===== config.mk =====
export PLATFORM = sky130hd
export DESIGN_NAME = golden_section_search_unit
export DESIGN_NICKNAME = d
export VERILOG_FILES = /design/src/design/gss_pkg.sv /design/src/design/golden_section_search_unit.sv /design/src/design/gss_offset.sv
export SDC_FILE = /design/constraint.sdc
export NUM_CORES = 2
export LEC_CHECK = 0
export BUFFER_PORTS_ARGS = -buffer_cell sky130_fd_sc_hd__buf_2
export CAP_MARGIN = 20
export CORE_MARGIN = 8
export CORE_UTILIZATION = 54
export DETAILED_ROUTE_END_ITERATION = 12
export MAX_ROUTING_LAYER = met4
export PLACE_DENSITY_LB_ADDON = 0.05
export SLEW_MARGIN = 20
export SYNTH_ARGS = -nofsm -noshare
export SYNTH_HDL_FRONTEND = slang
export SYNTH_SLANG_ARGS = --single-unit

===== constraint.sdc =====
create_clock -name i_clk -period 16.44 [get_ports i_clk]
set_input_delay 2.466 -clock i_clk [delete_from_list [all_inputs] [get_ports i_clk]]
set_output_delay 2.466 -clock i_clk [all_outputs]
set_load 0.1 [all_outputs]

===== src/design/gss_pkg.sv =====
// shared constants for the golden-section search unit
`default_nettype none

package gss_pkg;

    // golden-section ratio 0.381966011 as a Q0.32 constant
    localparam logic [31:0] GOLD_Q32 = 32'd1640531525;

    // fixed field widths
    localparam int TOL_WIDTH  = 31;
    localparam int ITER_WIDTH = 6;
    localparam int EVAL_WIDTH = 7;
    localparam logic [EVAL_WIDTH-1:0] EVAL_MAX = 7'd127;

    // configuration register indexes
    localparam logic [1:0] CFG_LEFT_START  = 2'd0;
    localparam logic [1:0] CFG_RIGHT_START = 2'd1;
    localparam logic [1:0] CFG_TOLERANCE   = 2'd2;

    // configuration reset values
    localparam logic signed [47:0] LEFT_START_RESET  = -48'sd131072;
    localparam logic signed [47:0] RIGHT_START_RESET = 48'sd1310720;
    localparam logic [TOL_WIDTH-1:0] TOLERANCE_RESET = 31'd6554;

    // search phases
    localparam logic [1:0] PH_IDLE  = 2'd0;
    localparam logic [1:0] PH_FIRST = 2'd1;
    localparam logic [1:0] PH_LOW   = 2'd2;
    localparam logic [1:0] PH_HIGH  = 2'd3;

endpackage

`default_nettype wire


===== src/design/golden_section_search_unit.sv =====
// golden-section minimum search, top level
//
// Input channel (i_in_valid / o_in_ready) takes one word per cycle: mode 0 starts a
// search over the configured interval, mode 1 delivers the objective value at the
// last point asked for. Every input word yields exactly one result word on the
// output channel (o_out_valid / i_out_ready): the next query point, the done and
// cap flags, the current interval and the step and evaluation counters.
// A word accepted at an edge sits in the input register; when the result register
// is empty or being taken, the interval update (one compare, one subtract, one
// constant multiply per candidate interval, one add) writes the search state and
// the result register, which offers the result word from then on.
// Throughput is one word per cycle; the external evaluator sets the real pace.
// When the receiver stalls, the result register holds and the input register
// fills; o_in_ready drops only while both are occupied and the result is not taken.
// Configuration writes (i_cfg_we) take effect on the next edge; the user must make
// them only while no word is in flight (not enforced). Synchronous reset empties
// both registers, idles the search, zeroes bounds and counters, and restores the
// configuration defaults; a value word while idle repeats the last final result.
`default_nettype none

module golden_section_search_unit #(
    parameter int COORD_WIDTH    = 32,
    parameter int VALUE_WIDTH    = 48,
    parameter int MAX_ITERATIONS = 63
) (
    input  logic                            i_clk,
    input  logic                            i_rst_n,
    // configuration write port
    input  logic                            i_cfg_we,
    input  logic [1:0]                      i_cfg_index,
    input  logic [((COORD_WIDTH > 31) ? COORD_WIDTH : 31)-1:0] i_cfg_data,
    // input channel
    input  logic                            i_in_valid,
    output logic                            o_in_ready,
    input  logic                            i_mode,
    input  logic signed [VALUE_WIDTH-1:0]   i_objective_value,
    // output channel
    output logic                            o_out_valid,
    input  logic                            i_out_ready,
    output logic signed [COORD_WIDTH-1:0]   o_query_point,
    output logic                            o_is_done,
    output logic                            o_hit_cap,
    output logic signed [COORD_WIDTH-1:0]   o_left_end,
    output logic signed [COORD_WIDTH-1:0]   o_right_end,
    output logic [gss_pkg::ITER_WIDTH-1:0]  o_iterations,
    output logic [gss_pkg::EVAL_WIDTH-1:0]  o_evaluations
);

    localparam int CW   = COORD_WIDTH;
    localparam int CX   = COORD_WIDTH + 1;
    localparam int VW   = VALUE_WIDTH;
    localparam int SW   = $clog2(MAX_ITERATIONS + 1);
    localparam int CMPW = COORD_WIDTH + 32;
    localparam int IW   = gss_pkg::ITER_WIDTH;
    localparam int EW   = gss_pkg::EVAL_WIDTH;

    // configuration registers
    logic signed [CW-1:0]                r_left_start;
    logic signed [CW-1:0]                r_right_start;
    logic [gss_pkg::TOL_WIDTH-1:0]       r_tolerance;

    // input register
    logic                                r_in_valid;
    logic                                r_in_mode;
    logic signed [VW-1:0]                r_in_value;

    // search state
    logic signed [CW-1:0]                r_left_bound,  n_left_bound;
    logic signed [CW-1:0]                r_right_bound, n_right_bound;
    logic signed [CW-1:0]                r_inner_low,   n_inner_low;
    logic signed [CW-1:0]                r_inner_high,  n_inner_high;
    logic signed [VW-1:0]                r_value_low,   n_value_low;
    logic signed [VW-1:0]                r_value_high,  n_value_high;
    logic [1:0]                          r_phase,       n_phase;
    logic [SW-1:0]                       r_step,        n_step;
    logic [EW-1:0]                       r_eval,        n_eval;
    logic                                r_capped,      n_capped;

    // result register
    logic                                r_out_valid;
    logic signed [CW-1:0]                r_out_query,   n_out_query;
    logic                                r_out_done,    n_out_done;

    // handshake
    logic                                w_out_adv;
    logic                                w_fire;
    logic                                w_in_acc;

    // datapath
    logic signed [CX-1:0]                w_diff_a;
    logic signed [CX-1:0]                w_diff_b;
    logic signed [CX-1:0]                w_off_a;
    logic signed [CX-1:0]                w_off_b;
    logic signed [CX-1:0]                w_span;
    logic [CX-1:0]                       w_width;
    logic                                w_in_tol;
    logic                                w_at_cap;
    logic signed [VW-1:0]                w_vl;
    logic signed [VW-1:0]                w_vh;
    logic signed [CX-1:0]                w_start_lo;
    logic signed [CX-1:0]                w_start_hi;
    logic signed [CX-1:0]                w_step_lo;
    logic signed [CX-1:0]                w_step_hi;
    logic [EW-1:0]                       w_eval_inc;
    logic [SW+IW-1:0]                    w_step_ext;

    // pipeline flow control
    assign w_out_adv  = !r_out_valid || i_out_ready;
    assign w_fire     = r_in_valid && w_out_adv;
    assign o_in_ready = !r_in_valid || w_out_adv;
    assign w_in_acc   = i_in_valid && o_in_ready;

    // configuration writes
    always_ff @(posedge i_clk) begin
        if (!i_rst_n) begin
            r_left_start  <= CW'(gss_pkg::LEFT_START_RESET);
            r_right_start <= CW'(gss_pkg::RIGHT_START_RESET);
            r_tolerance   <= gss_pkg::TOLERANCE_RESET;
        end else if (i_cfg_we) begin
            case (i_cfg_index)
                gss_pkg::CFG_LEFT_START:  r_left_start  <= i_cfg_data[CW-1:0];
                gss_pkg::CFG_RIGHT_START: r_right_start <= i_cfg_data[CW-1:0];
                gss_pkg::CFG_TOLERANCE:   r_tolerance   <= i_cfg_data[gss_pkg::TOL_WIDTH-1:0];
                default: ;
            endcase
        end
    end

    // input register
    always_ff @(posedge i_clk) begin
        if (!i_rst_n) begin
            r_in_valid <= 1'b0;
        end else if (w_in_acc) begin
            r_in_valid <= 1'b1;
        end else if (w_fire) begin
            r_in_valid <= 1'b0;
        end
    end

    always_ff @(posedge i_clk) begin
        if (w_in_acc) begin
            r_in_mode  <= i_mode;
            r_in_value <= i_objective_value;
        end
    end

    // offset operands: start interval or the kept-left candidate, and the kept-right one
    assign w_diff_a = r_in_mode ? (CX'(r_inner_high) - CX'(r_left_bound))
                                : (CX'(r_right_start) - CX'(r_left_start));
    assign w_diff_b = CX'(r_right_bound) - CX'(r_inner_low);

    gss_offset #(
        .COORD_WIDTH (COORD_WIDTH)
    ) u_offset_a (
        .i_diff   (w_diff_a),
        .o_offset (w_off_a)
    );

    gss_offset #(
        .COORD_WIDTH (COORD_WIDTH)
    ) u_offset_b (
        .i_diff   (w_diff_b),
        .o_offset (w_off_b)
    );

    // stop checks on the current interval
    assign w_span   = CX'(r_right_bound) - CX'(r_left_bound);
    assign w_width  = w_span[CX-1] ? (~w_span + 1'b1) : w_span;
    assign w_in_tol = CMPW'(w_width) <= CMPW'(r_tolerance);
    assign w_at_cap = r_step >= SW'(MAX_ITERATIONS);

    // value pair once the awaited value is in
    assign w_vl = (r_phase == gss_pkg::PH_LOW)  ? r_in_value : r_value_low;
    assign w_vh = (r_phase == gss_pkg::PH_HIGH) ? r_in_value : r_value_high;

    // candidate interior points
    assign w_start_lo = CX'(r_left_start) + w_off_a;
    assign w_start_hi = CX'(r_right_start) - w_off_a;
    assign w_step_lo  = CX'(r_left_bound) + w_off_a;
    assign w_step_hi  = CX'(r_right_bound) - w_off_b;

    assign w_eval_inc = (r_eval == gss_pkg::EVAL_MAX) ? r_eval : r_eval + 1'b1;

    // next search state and result
    always_comb begin
        n_left_bound  = r_left_bound;
        n_right_bound = r_right_bound;
        n_inner_low   = r_inner_low;
        n_inner_high  = r_inner_high;
        n_value_low   = r_value_low;
        n_value_high  = r_value_high;
        n_phase       = r_phase;
        n_step        = r_step;
        n_eval        = r_eval;
        n_capped      = r_capped;
        n_out_query   = '0;
        n_out_done    = 1'b1;
        if (!r_in_mode) begin
            n_left_bound  = r_left_start;
            n_right_bound = r_right_start;
            n_inner_low   = w_start_lo[CW-1:0];
            n_inner_high  = w_start_hi[CW-1:0];
            n_value_low   = '0;
            n_value_high  = '0;
            n_step        = '0;
            n_eval        = EW'(1);
            n_capped      = 1'b0;
            n_phase       = gss_pkg::PH_FIRST;
            n_out_query   = w_start_lo[CW-1:0];
            n_out_done    = 1'b0;
        end else begin
            case (r_phase)
                gss_pkg::PH_FIRST: begin
                    n_value_low = r_in_value;
                    n_eval      = w_eval_inc;
                    n_phase     = gss_pkg::PH_HIGH;
                    n_out_query = r_inner_high;
                    n_out_done  = 1'b0;
                end
                gss_pkg::PH_LOW, gss_pkg::PH_HIGH: begin
                    n_value_low  = w_vl;
                    n_value_high = w_vh;
                    if (w_in_tol) begin
                        n_phase = gss_pkg::PH_IDLE;
                    end else if (w_at_cap) begin
                        n_capped = 1'b1;
                        n_phase  = gss_pkg::PH_IDLE;
                    end else begin
                        n_step     = r_step + 1'b1;
                        n_eval     = w_eval_inc;
                        n_out_done = 1'b0;
                        if (w_vl < w_vh) begin
                            // keep [a, x2]
                            n_right_bound = r_inner_high;
                            n_inner_high  = r_inner_low;
                            n_value_high  = w_vl;
                            n_inner_low   = w_step_lo[CW-1:0];
                            n_phase       = gss_pkg::PH_LOW;
                            n_out_query   = w_step_lo[CW-1:0];
                        end else begin
                            // keep [x1, b]
                            n_left_bound  = r_inner_low;
                            n_inner_low   = r_inner_high;
                            n_value_low   = w_vh;
                            n_inner_high  = w_step_hi[CW-1:0];
                            n_phase       = gss_pkg::PH_HIGH;
                            n_out_query   = w_step_hi[CW-1:0];
                        end
                    end
                end
                default: ;
            endcase
        end
    end

    // search state registers
    always_ff @(posedge i_clk) begin
        if (!i_rst_n) begin
            r_left_bound  <= '0;
            r_right_bound <= '0;
            r_inner_low   <= '0;
            r_inner_high  <= '0;
            r_value_low   <= '0;
            r_value_high  <= '0;
            r_phase       <= gss_pkg::PH_IDLE;
            r_step        <= '0;
            r_eval        <= '0;
            r_capped      <= 1'b0;
        end else if (w_fire) begin
            r_left_bound  <= n_left_bound;
            r_right_bound <= n_right_bound;
            r_inner_low   <= n_inner_low;
            r_inner_high  <= n_inner_high;
            r_value_low   <= n_value_low;
            r_value_high  <= n_value_high;
            r_phase       <= n_phase;
            r_step        <= n_step;
            r_eval        <= n_eval;
            r_capped      <= n_capped;
        end
    end

    // result register
    always_ff @(posedge i_clk) begin
        if (!i_rst_n) begin
            r_out_valid <= 1'b0;
        end else if (w_fire) begin
            r_out_valid <= 1'b1;
        end else if (i_out_ready) begin
            r_out_valid <= 1'b0;
        end
    end

    always_ff @(posedge i_clk) begin
        if (w_fire) begin
            r_out_query <= n_out_query;
            r_out_done  <= n_out_done;
        end
    end

    // outputs: bounds, the cap flag and counters come straight from the search state
    assign w_step_ext    = {{IW{1'b0}}, r_step};
    assign o_out_valid   = r_out_valid;
    assign o_query_point = r_out_query;
    assign o_is_done     = r_out_done;
    assign o_hit_cap     = r_capped;
    assign o_left_end    = r_left_bound;
    assign o_right_end   = r_right_bound;
    assign o_iterations  = w_step_ext[IW-1:0];
    assign o_evaluations = r_eval;

endmodule

`default_nettype wire


===== src/design/gss_offset.sv =====
// golden-section offset: round(|d| * c) carrying the sign of d
`default_nettype none

module gss_offset #(
    parameter int COORD_WIDTH = 32
) (
    input  logic signed [COORD_WIDTH:0] i_diff,
    output logic signed [COORD_WIDTH:0] o_offset
);

    localparam int CX = COORD_WIDTH + 1;
    localparam int PW = COORD_WIDTH + 33;

    logic [CX-1:0] w_mag;
    logic [PW-1:0] w_prod;
    logic [CX-1:0] w_mag_off;
    logic [CX-1:0] w_res;

    // magnitude of the difference
    assign w_mag = i_diff[COORD_WIDTH] ? (~i_diff + 1'b1) : i_diff;

    // scale by c, round half up, drop the 32 fraction bits
    assign w_prod    = PW'(w_mag) * PW'(gss_pkg::GOLD_Q32) + (PW'(1) << 31);
    assign w_mag_off = w_prod[PW-1:32];

    // restore the sign
    assign w_res    = i_diff[COORD_WIDTH] ? (~w_mag_off + 1'b1) : w_mag_off;
    assign o_offset = $signed(w_res);

endmodule

`default_nettype wire


==> flow_summary.toml <==
[clock_tree]
clock_latency_ns = 0.67
cts_made_buffers = 51
cts_root_buf = "clkbuf_16"
clk_pin_slew_ns = 0.06
holdBufCountCts = 0
htreeDepth = 2
cts_tree = "yes"
clock_sinks = 419
max-clock-path-buffers = 3

[worst_setup_path]
start_kind = "flop"
critPathBufInv = 15
path_class = "reg -> reg"
critical_path_arrival_ns = 16.32
cpMostUsedCell = "inv_1"
cp_max_fo = 11
endpoint_kind = "flop"
slowest_delay_ns = 0.65
cp_top_family = "compound AO/OA/AOI/OAI gates"
regToRegSetupSlack_ns = 0.68
required_ns = 17.00
slowest_stage = "a2111oi_0"

[routing]
routed_wl_um = 237000
post-route-drc-count = 0
via_count = 59600
first_pass_iters = 8
wire_per_inst_um = 23.7
first_iter_violations = 5258
drtAntennaViolNets = 0
vias_per_cell = 5.95

[sta]
post-route-min-period_ns = 15.76
layout_setup_ws_ns = 0.683
tightest_slew_ns = 1.12
layout_worst_path_cycle_share_pct = 95.8
rsz0062_at_grt = "true"
setup_viol = 0
finalHoldViolCount = 0
fmax_mhz = 63.5
slew_headroom_pct = 25.1
finClkSkew_ns = 0.0692
slew_viol_final = 0

[place]
hpwl_um = 198000
port_buffers = 200
preCtsSetupSlack_ns = 0.354
routabilityCongestion = 1.04

[flow_run]
cap_violations = 0

[synthesis]
synth_cell_types = 102
synthArstFlopShare_pct = 0
synth_fp_nets = 9818
synth_edf_count = 82
ys_ff_latch = 419
yosys-top-cells-area = "ha_1 22%, fa_1 16%, dfxtp_1 10%"
synth_area_per_cell_um2 = 8.48
seq_area_frac_synth_pct = 13.6
synth_flop_cell = "dfxtp_1"
synth_largest_area_cell = "ha_1"
syn_area_mm2 = 0.0677
netlist_instances = 7990
synth_top_area_share_pct = 22.3
yosysWarningCount = 0

[floorplan]
fp-row-count = 130
die_h_um = 370
initial_utilization_pct = 54.1
io_pins = 201
die-area_mm2 = 0.137
core_mm2 = 0.125
die_x_um = 370

[global_route]
grt_max_degree = 120
antenna_found_initial = 9
grtUsageTotal_pct = 34.9
grt_overflow = 0
grt_pass1_wl_um = 359000
grt_pass1_vias = 57600

[layout]
drive_gt1_share_pct = 8.80
area_growth_pct = 9.77
final_cell_mix = "1,206 x ha_1, 1,164 x inv_1, 716 x nand2_1, 534 x fa_1, 495 x a21oi_1"
fill_cells = 11500
mostFrequentLayoutCell = "ha_1"
layout.nets = 10200

[status]
outcome = "completed"

[hold_path]
hp-class = "reg -> reg"
## through the flow
stage	hold WS (ns)	cell area (µm²)	utilization, %	TNS, ns	std cells
floorplan	0.424	67700	-	0	7990
global placement	0.433	72400	57.9	0	9917
detailed placement	0.441	72400	57.9	0	9918
CTS	0.455	74200	59.3	0	10000
global route	0.481	74300	59.4	-0.110	10000
finish	0.452	74300	59.4	0	10000
## sequential cells by signal (all words and copies together) (netlist names), 2 cells and up
signal	count
r_inner_low	32
o_right_end	32
o_evaluations	7
o_iterations	6
r_left_start	32
o_left_end	32
r_phase	2
r_value_high	48
r_tolerance	31
o_query_point	32
r_right_start	32
r_inner_high	32
r_in_value	48
r_value_low	48
## per-layer routing
layer  part of all wire [%]  global-route usage, %  vias to the layer above
li1                       -                      -                    28200
met1                     47                   50.8                    28900
met2                     40                   48.7                     2214
met3                    9.2                   7.94                      308
met4                    2.9                   8.65                        0
met5                      0                      -                        -
## what timing repair did
| item | CTS | global route |
|---|---|---|
| setup endpoints to repair | 0 | 26 |
| setup buffers | 0 | 1 |
| gates resized for setup | 0 | 39 |
## synthesized netlist by cell type (13+ instances only)
cell,count
nand2_1,718
o22ai_1,16
mux2i_1,196
nor4_1,23
a31oi_1,46
a21o_1,214
edfxtp_1,82
dfxtp_1,337
xnor2_1,290
o211a_1,85
clkbuf_1,207
a32oi_1,51
o41ai_1,15
a211oi_1,45
nand3_1,115
and3_1,38
a21boi_0,95
or3_1,39
nor3_1,112
o211ai_1,100
inv_1,1166
and2_1,46
nor2_1,444
fa_1,534
or2_2,34
o21ai_1,14
nand4_1,76
nand3b_1,17
nor2b_1,129
a2111oi_0,17
and4_1,14
ha_1,1206
a211o_1,15
a21oi_1,499
nand2b_1,59
buf_1,27
nor3b_1,13
o21bai_1,67
xor2_1,188
o21ai_0,310
o21a_1,60
o31ai_1,33
## tightest hold or removal path, cell delays in order, from the launching register on
cell     delay (ns)
dfxtp_1        0.32
nand2_1        0.04
o21ai_0        0.05
## area by class of cell
type                            count  area, µm²  share of cell area (%)
Sequential cell                   419       9210                    12.4
Tap cell                         1650       2060                    2.78
Inverter                         1168       4380                    5.90
Clock inverter                     24        285                   0.384
Antenna cell                        6       15.0                  0.0202
Clock buffer                       70       1430                    1.92
Multi-Input combinational cell   6161      53500                    72.0
Timing Repair Buffer              521       3460                    4.65
## final timing paths
path / startpoint / depth (start not counted) / endpoint
worst max-delay path: r_left_start[1] / 71 / r_inner_high[31]
worst min-delay path: r_value_low[11] / 2 / r_value_low[11]
worst max register to register: r_left_start[1] / 71 / r_inner_high[31]
worst min register to register: r_value_low[11] / 2 / r_value_low[11]
## logic make-up after synthesis
family	count (synthesis)	share of synthesized area [%]
AOI/OAI and AO/OA	1815	17.9
adders and majority gates	1740	38.1
buffers and inverters	1410	7.83
xor gates and xnor gates	482	6.31
DFF	419	13.6
and+or+nand+nor	1920	13.3
muxes	204	3.04
Power is not shown: default switching activity piles up to over one toggle a cycle in this logic, so the estimate is an artifact.
